[src/hw/rtl/rps_pkg.sv]
package rps_pkg;

  localparam int unsigned COUNTER_WIDTH_DEF = 32;
  localparam int unsigned HIST_DEPTH        = 10;
  localparam int unsigned WIN_W             = HIST_DEPTH + 1;
  localparam int unsigned SQL_COUNT         = 8;
  localparam int unsigned XSS_COUNT         = 5;
  localparam int unsigned CFG_IDX_W         = 2;

  typedef enum logic [1:0] {
    KIND_START = 2'd0,
    KIND_QUERY = 2'd1,
    KIND_BODY  = 2'd2,
    KIND_END   = 2'd3
  } kind_t;

  typedef enum logic [2:0] {
    DENY_NONE      = 3'd0,
    DENY_INVALID   = 3'd1,
    DENY_RATE      = 3'd2,
    DENY_SQL       = 3'd3,
    DENY_XSS       = 3'd4,
    DENY_TOO_LARGE = 3'd5
  } deny_t;

  typedef enum logic [CFG_IDX_W-1:0] {
    CFG_RATE_EN    = 2'd0,
    CFG_RATE_COUNT = 2'd1,
    CFG_XSS_EN     = 2'd2,
    CFG_MAX_BODY   = 2'd3
  } cfg_idx_t;

  typedef struct packed {
    logic [1:0]  kind;
    logic [7:0]  data_byte;
    logic [31:0] decl_len;
    logic        fields_present;
  } in_item_t;

  typedef struct packed {
    logic       allowed;
    logic [2:0] deny_reason;
  } out_item_t;

  typedef struct packed {
    logic        rate_en;
    logic [31:0] rate_count;
    logic        xss_en;
    logic [31:0] max_body;
  } cfg_t;

  typedef struct packed {
    logic sql_seen;
    logic xss_seen;
  } scan_flags_t;

  // Patterns are right-justified: the last character sits in the low byte,
  // unused high bytes are zero and act as don't-care.
  typedef logic [WIN_W*8-1:0] pat_t;
  typedef logic [WIN_W-1:0][7:0] win_t;

  localparam pat_t SQL_PAT [SQL_COUNT] = '{
    "SELECT", "INSERT", "UPDATE", "DELETE", "DROP", "UNION", "OR 1=1", "--"
  };

  localparam pat_t XSS_PAT [XSS_COUNT] = '{
    "<SCRIPT", "JAVASCRIPT:", "ONERROR=", "ONLOAD=", "EVAL("
  };

  function automatic logic pat_hit(win_t win, pat_t pat);
    logic hit;
    hit = 1'b1;
    for (int k = 0; k < WIN_W; k++) begin
      if (pat[8*k +: 8] != 8'h00 && win[k] != pat[8*k +: 8]) begin
        hit = 1'b0;
      end
    end
    return hit;
  endfunction

  function automatic logic [7:0] to_upper(logic [7:0] b);
    logic [7:0] r;
    r = b;
    if (b >= 8'h61 && b <= 8'h7A) begin
      r = b - 8'd32;
    end
    return r;
  endfunction

endpackage

[src/hw/rtl/rps_scan.sv]
module rps_scan (
  input  logic                 clk,
  input  logic                 rst_n,
  input  logic                 proc,
  input  rps_pkg::in_item_t    item,
  output rps_pkg::scan_flags_t flags
);
  import rps_pkg::*;

  logic [HIST_DEPTH-1:0][7:0] hist_r, hist_nxt;
  logic [1:0]                 part_r, part_nxt;
  logic                       ended_r, ended_nxt;
  logic                       sql_r, sql_nxt;
  logic                       xss_r, xss_nxt;

  logic [HIST_DEPTH-1:0][7:0] hist_eff;
  logic                       part_change;
  logic                       ended_eff;
  logic [7:0]                 ub;
  win_t                       win;
  logic                       sql_hit, xss_hit;

  always_comb begin
    part_change = (item.kind != part_r);
    ended_eff   = part_change ? 1'b0 : ended_r;
    hist_eff    = part_change ? '0 : hist_r;
    ub          = to_upper(item.data_byte);
    win         = {hist_eff, ub};
  end

  always_comb begin
    sql_hit = 1'b0;
    for (int i = 0; i < SQL_COUNT; i++) begin
      if (pat_hit(win, SQL_PAT[i])) sql_hit = 1'b1;
    end
    xss_hit = 1'b0;
    for (int i = 0; i < XSS_COUNT; i++) begin
      if (pat_hit(win, XSS_PAT[i])) xss_hit = 1'b1;
    end
  end

  always_comb begin
    hist_nxt  = hist_r;
    part_nxt  = part_r;
    ended_nxt = ended_r;
    sql_nxt   = sql_r;
    xss_nxt   = xss_r;
    if (proc) begin
      case (item.kind)
        KIND_START: begin
          hist_nxt  = '0;
          part_nxt  = KIND_START;
          ended_nxt = 1'b0;
          sql_nxt   = 1'b0;
          xss_nxt   = 1'b0;
        end
        KIND_QUERY, KIND_BODY: begin
          part_nxt  = item.kind;
          hist_nxt  = hist_eff;
          ended_nxt = ended_eff;
          if (!ended_eff) begin
            if (item.data_byte == 8'h00) begin
              ended_nxt = 1'b1;
            end else begin
              hist_nxt = {hist_eff[HIST_DEPTH-2:0], ub};
              sql_nxt  = sql_r | sql_hit;
              xss_nxt  = xss_r | xss_hit;
            end
          end
        end
        default: begin
        end
      endcase
    end
  end

  always_ff @(posedge clk) begin
    if (!rst_n) begin
      hist_r  <= '0;
      part_r  <= KIND_START;
      ended_r <= 1'b0;
      sql_r   <= 1'b0;
      xss_r   <= 1'b0;
    end else begin
      hist_r  <= hist_nxt;
      part_r  <= part_nxt;
      ended_r <= ended_nxt;
      sql_r   <= sql_nxt;
      xss_r   <= xss_nxt;
    end
  end

  assign flags.sql_seen = sql_r;
  assign flags.xss_seen = xss_r;

endmodule

[src/hw/rtl/rps_verdict.sv]
module rps_verdict #(
  parameter int unsigned COUNTER_WIDTH = rps_pkg::COUNTER_WIDTH_DEF
) (
  input  logic                 clk,
  input  logic                 rst_n,
  input  logic                 proc,
  input  rps_pkg::in_item_t    item,
  input  rps_pkg::cfg_t        cfg,
  input  rps_pkg::scan_flags_t flags,
  output rps_pkg::out_item_t   verdict
);
  import rps_pkg::*;

  localparam int unsigned CMP_W = (COUNTER_WIDTH > 32) ? COUNTER_WIDTH : 32;

  logic [COUNTER_WIDTH-1:0] cnt_r, cnt_nxt, cnt_inc;
  logic [2:0]               early_r, early_nxt;
  logic                     big_r, big_nxt;
  logic [CMP_W-1:0]         cnt_ext, lim_ext;
  logic [2:0]               reason;

  always_comb begin
    cnt_inc = (cnt_r == '1) ? cnt_r : cnt_r + 1'b1;
    cnt_ext = CMP_W'(cnt_inc);
    lim_ext = CMP_W'(cfg.rate_count);
  end

  always_comb begin
    cnt_nxt   = cnt_r;
    early_nxt = early_r;
    big_nxt   = big_r;
    if (proc && item.kind == KIND_START) begin
      big_nxt   = (item.decl_len > cfg.max_body);
      early_nxt = DENY_NONE;
      if (!item.fields_present) begin
        early_nxt = DENY_INVALID;
      end else if (cfg.rate_en) begin
        cnt_nxt = cnt_inc;
        if (cnt_ext > lim_ext) early_nxt = DENY_RATE;
      end
    end
  end

  always_ff @(posedge clk) begin
    if (!rst_n) begin
      cnt_r   <= '0;
      early_r <= DENY_NONE;
      big_r   <= 1'b0;
    end else begin
      cnt_r   <= cnt_nxt;
      early_r <= early_nxt;
      big_r   <= big_nxt;
    end
  end

  // priority: early (invalid/rate), sql, xss, too large
  always_comb begin
    if (early_r != DENY_NONE)              reason = early_r;
    else if (flags.sql_seen)               reason = DENY_SQL;
    else if (cfg.xss_en && flags.xss_seen) reason = DENY_XSS;
    else if (big_r)                        reason = DENY_TOO_LARGE;
    else                                   reason = DENY_NONE;
    verdict.deny_reason = reason;
    verdict.allowed     = (reason == DENY_NONE);
  end

endmodule

[src/hw/rtl/request_pattern_screen.sv]
// Path: an end beat passes the input register, then the result register, before its verdict shows on out_valid.
// Throughput: one beat per cycle unless a held verdict stalls; the input register, one pass of pattern
// compare against the ten-byte history, and the result register set the pace.
// Only a held verdict (out_stall) stalls an end beat in the input register, and every beat behind it.
// Reset: synchronous on rst_n low; history, flags, counter and config clear to zero.
module request_pattern_screen #(
  parameter int unsigned COUNTER_WIDTH = rps_pkg::COUNTER_WIDTH_DEF
) (
  input  logic                                clk,
  input  logic                                rst_n,
  input  logic                                in_valid,
  output logic                                in_stall,
  input  rps_pkg::in_item_t                   in_item,
  output logic                                out_valid,
  input  logic                                out_stall,
  output rps_pkg::out_item_t                  out_item,
  input  logic                                cfg_we,
  input  logic [rps_pkg::CFG_IDX_W-1:0]       cfg_index,
  input  logic [31:0]                         cfg_wdata
);
  import rps_pkg::*;

  logic        in_v_r;
  in_item_t    in_item_r;
  logic        out_v_r;
  out_item_t   out_item_r;
  cfg_t        cfg_r;
  logic        adv, proc, take_in;
  scan_flags_t flags;
  out_item_t   verdict;

  // only an end beat needs the result register
  assign adv      = (in_item_r.kind != KIND_END) || !out_v_r || !out_stall;
  assign proc     = in_v_r && adv;
  assign in_stall = in_v_r && !adv;
  assign take_in  = in_valid && !in_stall;

  always_ff @(posedge clk) begin
    if (!rst_n) begin
      in_v_r <= 1'b0;
    end else if (take_in) begin
      in_v_r <= 1'b1;
    end else if (proc) begin
      in_v_r <= 1'b0;
    end
  end

  always_ff @(posedge clk) begin
    if (take_in) begin
      in_item_r <= in_item;
    end
  end

  always_ff @(posedge clk) begin
    if (!rst_n) begin
      out_v_r <= 1'b0;
    end else if (proc && in_item_r.kind == KIND_END) begin
      out_v_r <= 1'b1;
    end else if (out_v_r && !out_stall) begin
      out_v_r <= 1'b0;
    end
  end

  always_ff @(posedge clk) begin
    if (proc && in_item_r.kind == KIND_END) begin
      out_item_r <= verdict;
    end
  end

  always_ff @(posedge clk) begin
    if (!rst_n) begin
      cfg_r <= '0;
    end else if (cfg_we) begin
      case (cfg_index)
        CFG_RATE_EN:    cfg_r.rate_en    <= cfg_wdata[0];
        CFG_RATE_COUNT: cfg_r.rate_count <= cfg_wdata;
        CFG_XSS_EN:     cfg_r.xss_en     <= cfg_wdata[0];
        CFG_MAX_BODY:   cfg_r.max_body   <= cfg_wdata;
        default: begin
        end
      endcase
    end
  end

  rps_scan u_scan (
    .clk   (clk),
    .rst_n (rst_n),
    .proc  (proc),
    .item  (in_item_r),
    .flags (flags)
  );

  rps_verdict #(
    .COUNTER_WIDTH (COUNTER_WIDTH)
  ) u_verdict (
    .clk     (clk),
    .rst_n   (rst_n),
    .proc    (proc),
    .item    (in_item_r),
    .cfg     (cfg_r),
    .flags   (flags),
    .verdict (verdict)
  );

  assign out_valid = out_v_r;
  assign out_item  = out_item_r;

endmodule

[config.mk]
export PLATFORM = sky130hd
export DESIGN_NAME = request_pattern_screen
export DESIGN_NICKNAME = d
export VERILOG_FILES = /design/src/hw/rtl/rps_pkg.sv /design/src/hw/rtl/rps_scan.sv /design/src/hw/rtl/rps_verdict.sv /design/src/hw/rtl/request_pattern_screen.sv
export SDC_FILE = /design/constraint.sdc
export NUM_CORES = 1
export LEC_CHECK = 0
export BUFFER_PORTS_ARGS = -buffer_cell sky130_fd_sc_hd__buf_2
export CORE_ASPECT_RATIO = 2
export CORE_MARGIN = 2
export CORE_UTILIZATION = 55
export CTS_CLUSTER_SIZE = 20
export DETAILED_ROUTE_END_ITERATION = 12
export GPL_ROUTABILITY_DRIVEN = 0
export GPL_TIMING_DRIVEN = 0
export PLACE_DENSITY = 0.73
export SLEW_MARGIN = 10
export SYNTH_ARGS = -nofsm -noshare
export SYNTH_HDL_FRONTEND = slang
export SYNTH_SLANG_ARGS = --single-unit
[constraint.sdc]
create_clock -name clk -period 2.98 [get_ports clk]
set_clock_uncertainty 0.05 [all_clocks]
set_input_delay 0.149 -clock clk [delete_from_list [all_inputs] [get_ports clk]]
set_output_delay 0.149 -clock clk [all_outputs]
set_load 0.01 [all_outputs]
==> implementation parameters <==
Parameter                              Value

Outcome
  Outcome ... finished, violations left
  Violations in the final reports ... negative setup slack

Route
  Routed vias ... 11078
  Drt wl/cell ... 20.4 microns
  Drt via density ... 6.01
  Detailed-router iteration count before antenna repair ... 8
  Initial DRC Count ... 628
  Post-route DRC ... 0
  Number of antenna-violating nets in the routed design ... 0
  Total routed wirelength ... 37600 microns

Worst setup path
  Start-to-end type of the worst setup path ... flip-flop to flip-flop
  CP max-delay cell ... sky130_fd_sc_hd__dfxtp_1
  Number of cells traversed by the worst register-to-register path ... 10
  Signal arrival time at the worst endpoint ... 3610 ps
  Highest fanout seen on the critical path ... 10
  Element type at the critical path end ... flip-flop
  Maximum cell stage delay along the critical path ... 480 ps
  Crit path cell chain ... and3_1 > clkbuf_1 > nand2_1 > xnor2_1 > ha_1 > a2111oi_0 > a21oi_1 > o21a_1 > o211ai_1 > a31oi_1
  Required time reported for the critical path endpoint ... 3350 ps
  Kind of launch point of the worst setup path ... flip-flop

Synthesis
  Mapped Nets ... 1485
  Post-synthesis sequential area ratio ... between 40% and 50%
  Syn. warnings ... 0
  Top-area cell type share of the netlist area ... 30.8%
  Number of synthesized register bits ... 235
  Post-synthesis instance area ... 12200 sq um
  Count of flip-flops with a built-in enable after synthesis ... 47
  Mean cell area of the mapped netlist ... around 9.2 sq um
  Fraction of registers with async set/reset ... 0%
  Number of distinct library cells after synthesis ... 74
  Synth Flop Type ... sky130_fd_sc_hd__dfxtp_1
  Area contributors post-synth ... sky130_fd_sc_hd__dfxtp_1 (31%), sky130_fd_sc_hd__edfxtp_1 (12%), sky130_fd_sc_hd__ha_1 (7.3%)
  Leading area contributor after synthesis ... sky130_fd_sc_hd__dfxtp_1
  Gate count of the mapped netlist ... roughly 1300

Global routing
  Global-route wire length before repair ... 57900 microns
  Initial antenna violation count ... 0
  Maximum number of pins on one net before global-route repair ... 32
  Via count of the first global-routing pass ... 11482
  GR Util All Layers ... 32.2%
  Total congestion overflow after global routing ... 0

Layout
  Syn-to-layout area delta ... 22.8%
  Fin nets ... 1703
  Layout fillers ... 1722
  Area taken by flip-flops and latches ... roughly 5200 sq um
  Post-route standard cell area excluding fillers ... 15000 sq um
  Final Util ... 68.2%
  Area taken by multi-input logic gates ... roughly 6600 sq um
  Antenna Diode Count ... 0
  Most frequent cells in the layout ... sky130_fd_sc_hd__nand2_1 (178), sky130_fd_sc_hd__dfxtp_1 (172), sky130_fd_sc_hd__buf_2 (96), sky130_fd_sc_hd__nor2b_1 (89), sky130_fd_sc_hd__dlygate4sd3_1 (81)
  Layout cells sized above 1 ... 14.8%
  Most frequent standard cell in the layout excluding fill and tap cells ... sky130_fd_sc_hd__nand2_1
  Fin cells ... 1842

Timing
  Max transition margin ... 38.4%
  Final setup margin ... -264 ps
  Post-route minimum period ... 3240 ps
  Period utilisation layout ... 109%
  Count of endpoints failing setup in the final report ... 1
  Final-report hold violation count ... 0
  Unrepaired setup endpoints after global routing ... yes
  Maximum clock frequency ... between 300 and 400 MHz
  Transition time at the pin with the least slew margin ... roughly 900 ps
  Total count of max-transition violations in the final report ... 0

Clock network
  CTS buffer count ... 22
  Clock latency of the later-clocked register in the worst-skew pair ... 530 ps
  Root buf cell ... sky130_fd_sc_hd__clkbuf_16
  Deepest level of the CTS H-tree ... 1
  Buffer depth of the longest clock path ... 3
  CTS tree ... yes
  Clock sink total ... 235
  Clk pin slew, worst setup/hold paths ... around 70 ps

Min path
  Worst hold stages ... 5
  Worst min-delay path category ... primary input to flip-flop

Pwr
  Max IR drop VDD ... just under 500 uV
  Areal power density over the cells ... 463 nW/um^2
  Total power consumption of the routed design ... 0.00694 W
  Leakage power total ... between 5 and 6 nW

Floorplan
  Width of the die ... 109 microns
  Die outline height ... about 210 microns
  Starting density of the core ... 55.5%
  Count of standard-cell rows ... 77
  Core area ... 22000 sq um
  DIE AREA ... 23500 sq um
  Boundary Pins ... between 80 and 90

Placement
  Count of buffers inserted at the top-level ports ... 87
  Hpwl dp ... 27200 microns
  Number of placed instances with taps included ... 1696
  Standard cell area after detailed placement ... 13000 sq um

Flow run
  Maxcap violations ... 0
==> metal layers <==
metal / GRT usage [%] / part of all wire [%]
met5: 0 / 0
met3: 4.59 / 4.3
met1: 28.8 / 32
met4: 30.1 / 11
met2: 58.5 / 53
==> logic make-up (layout without fill, tap and decap cells) <==
| group | after synthesis | in the layout | share of synthesized area [%] |
|---|---|---|---|
| flops | 235 | 235 | 42.4 |
| compound gates | 252 | 252 | 15.1 |
| simple gates | 567 | 567 | 26.0 |
| buf+inv | 146 | 380 | 4.73 |
| xor+xnor | 54 | 54 | 3.88 |
| mux | 7 | 7 | 0.595 |
| fa+ha+maj | 71 | 71 | 7.28 |
==> critical path: cells and delay by family (launching register included) <==
| family | cells | cell delay (ps) |
|---|---|---|
| simple gates | 2 | 470 |
| compound gates | 5 | 980 |
| fa+ha+maj | 1 | 340 |
| flops | 1 | 480 |
| buf+inv | 1 | 430 |
| xor+xnor | 1 | 390 |
==> where the power goes <==
part           internal [W]  switching, W  leakage, nW
Sequential          0.00331     0.0000534         1.98
Combinational      0.000269      0.000314         3.14
Clock               0.00172       0.00127        0.363
==> layout make-up <==
type | instances | area share, %
multi-input combinational | 951 | 44.2
sequential | 235 | 34.7
timing repair buffer | 197 | 9.90
clock buffer | 27 | 3.80
tap | 276 | 2.30
buffer | 68 | 2.03
inverter | 75 | 1.88
clock inverter | 13 | 1.20
==> worst paths after layout <==
path	startpoint	endpoint	slack, ps
worst max-delay path	u_verdict.cnt_r[2]	u_verdict.early_r[1]	-260
worst min register to register	cfg_r[34]	cfg_r[34]	420
worst max register to register	u_verdict.cnt_r[2]	u_verdict.early_r[1]	-260
worst min-delay path	cfg_we	cfg_r[32]	30
==> registers in the layout (all words and copies together) (netlist names) <==
signal and flops:
u_scan.hist_r 80, cfg_r 66, in_item_r 43, u_verdict.cnt_r 32
out_item 4, u_scan.part_r 2, u_verdict.early_r 2, in_v_r 1
out_valid 1, u_scan.ended_r 1, u_scan.sql_r 1, u_scan.xss_r 1
u_verdict.big_r 1
==> through the flow <==
step	worst slack, ps	setup TNS [ps]	hold WS [ps]
floorplan	0.963	0	198
global placement	-560	-2130	275
detailed placement	-663	-686	277
CTS	-182	-182	9.94
global route	-425	-425	102
finish	-264	-264	34.0
==> Yosys cell counts (21+ instances only) <==
master,n
sky130_fd_sc_hd__a21boi_0,69
sky130_fd_sc_hd__nor2_1,43
sky130_fd_sc_hd__nor4_1,21
sky130_fd_sc_hd__clkbuf_1,58
sky130_fd_sc_hd__a22oi_1,77
sky130_fd_sc_hd__xnor2_1,34
sky130_fd_sc_hd__inv_1,75
sky130_fd_sc_hd__edfxtp_1,47
sky130_fd_sc_hd__nor2b_1,90
sky130_fd_sc_hd__nand2_1,180
sky130_fd_sc_hd__ha_1,71
sky130_fd_sc_hd__nand4_1,43
sky130_fd_sc_hd__dfxtp_1,188
sky130_fd_sc_hd__and2_1,25
sky130_fd_sc_hd__nand3_1,33
==> timing repair <==
| action | 4_1_cts | 5_1_grt |
|---|---|---|
| endpoints found under the setup margin | 11 | 43 |
| endpoints found under the hold margin | 113 | 0 |
| setup buffers | 21 | 7 |
| hold buffers | 81 | 0 |
| pin swaps | 20 | 12 |
| resized for setup | 37 | 25 |
No activity file was read; power rests on OpenSTA's default activity.
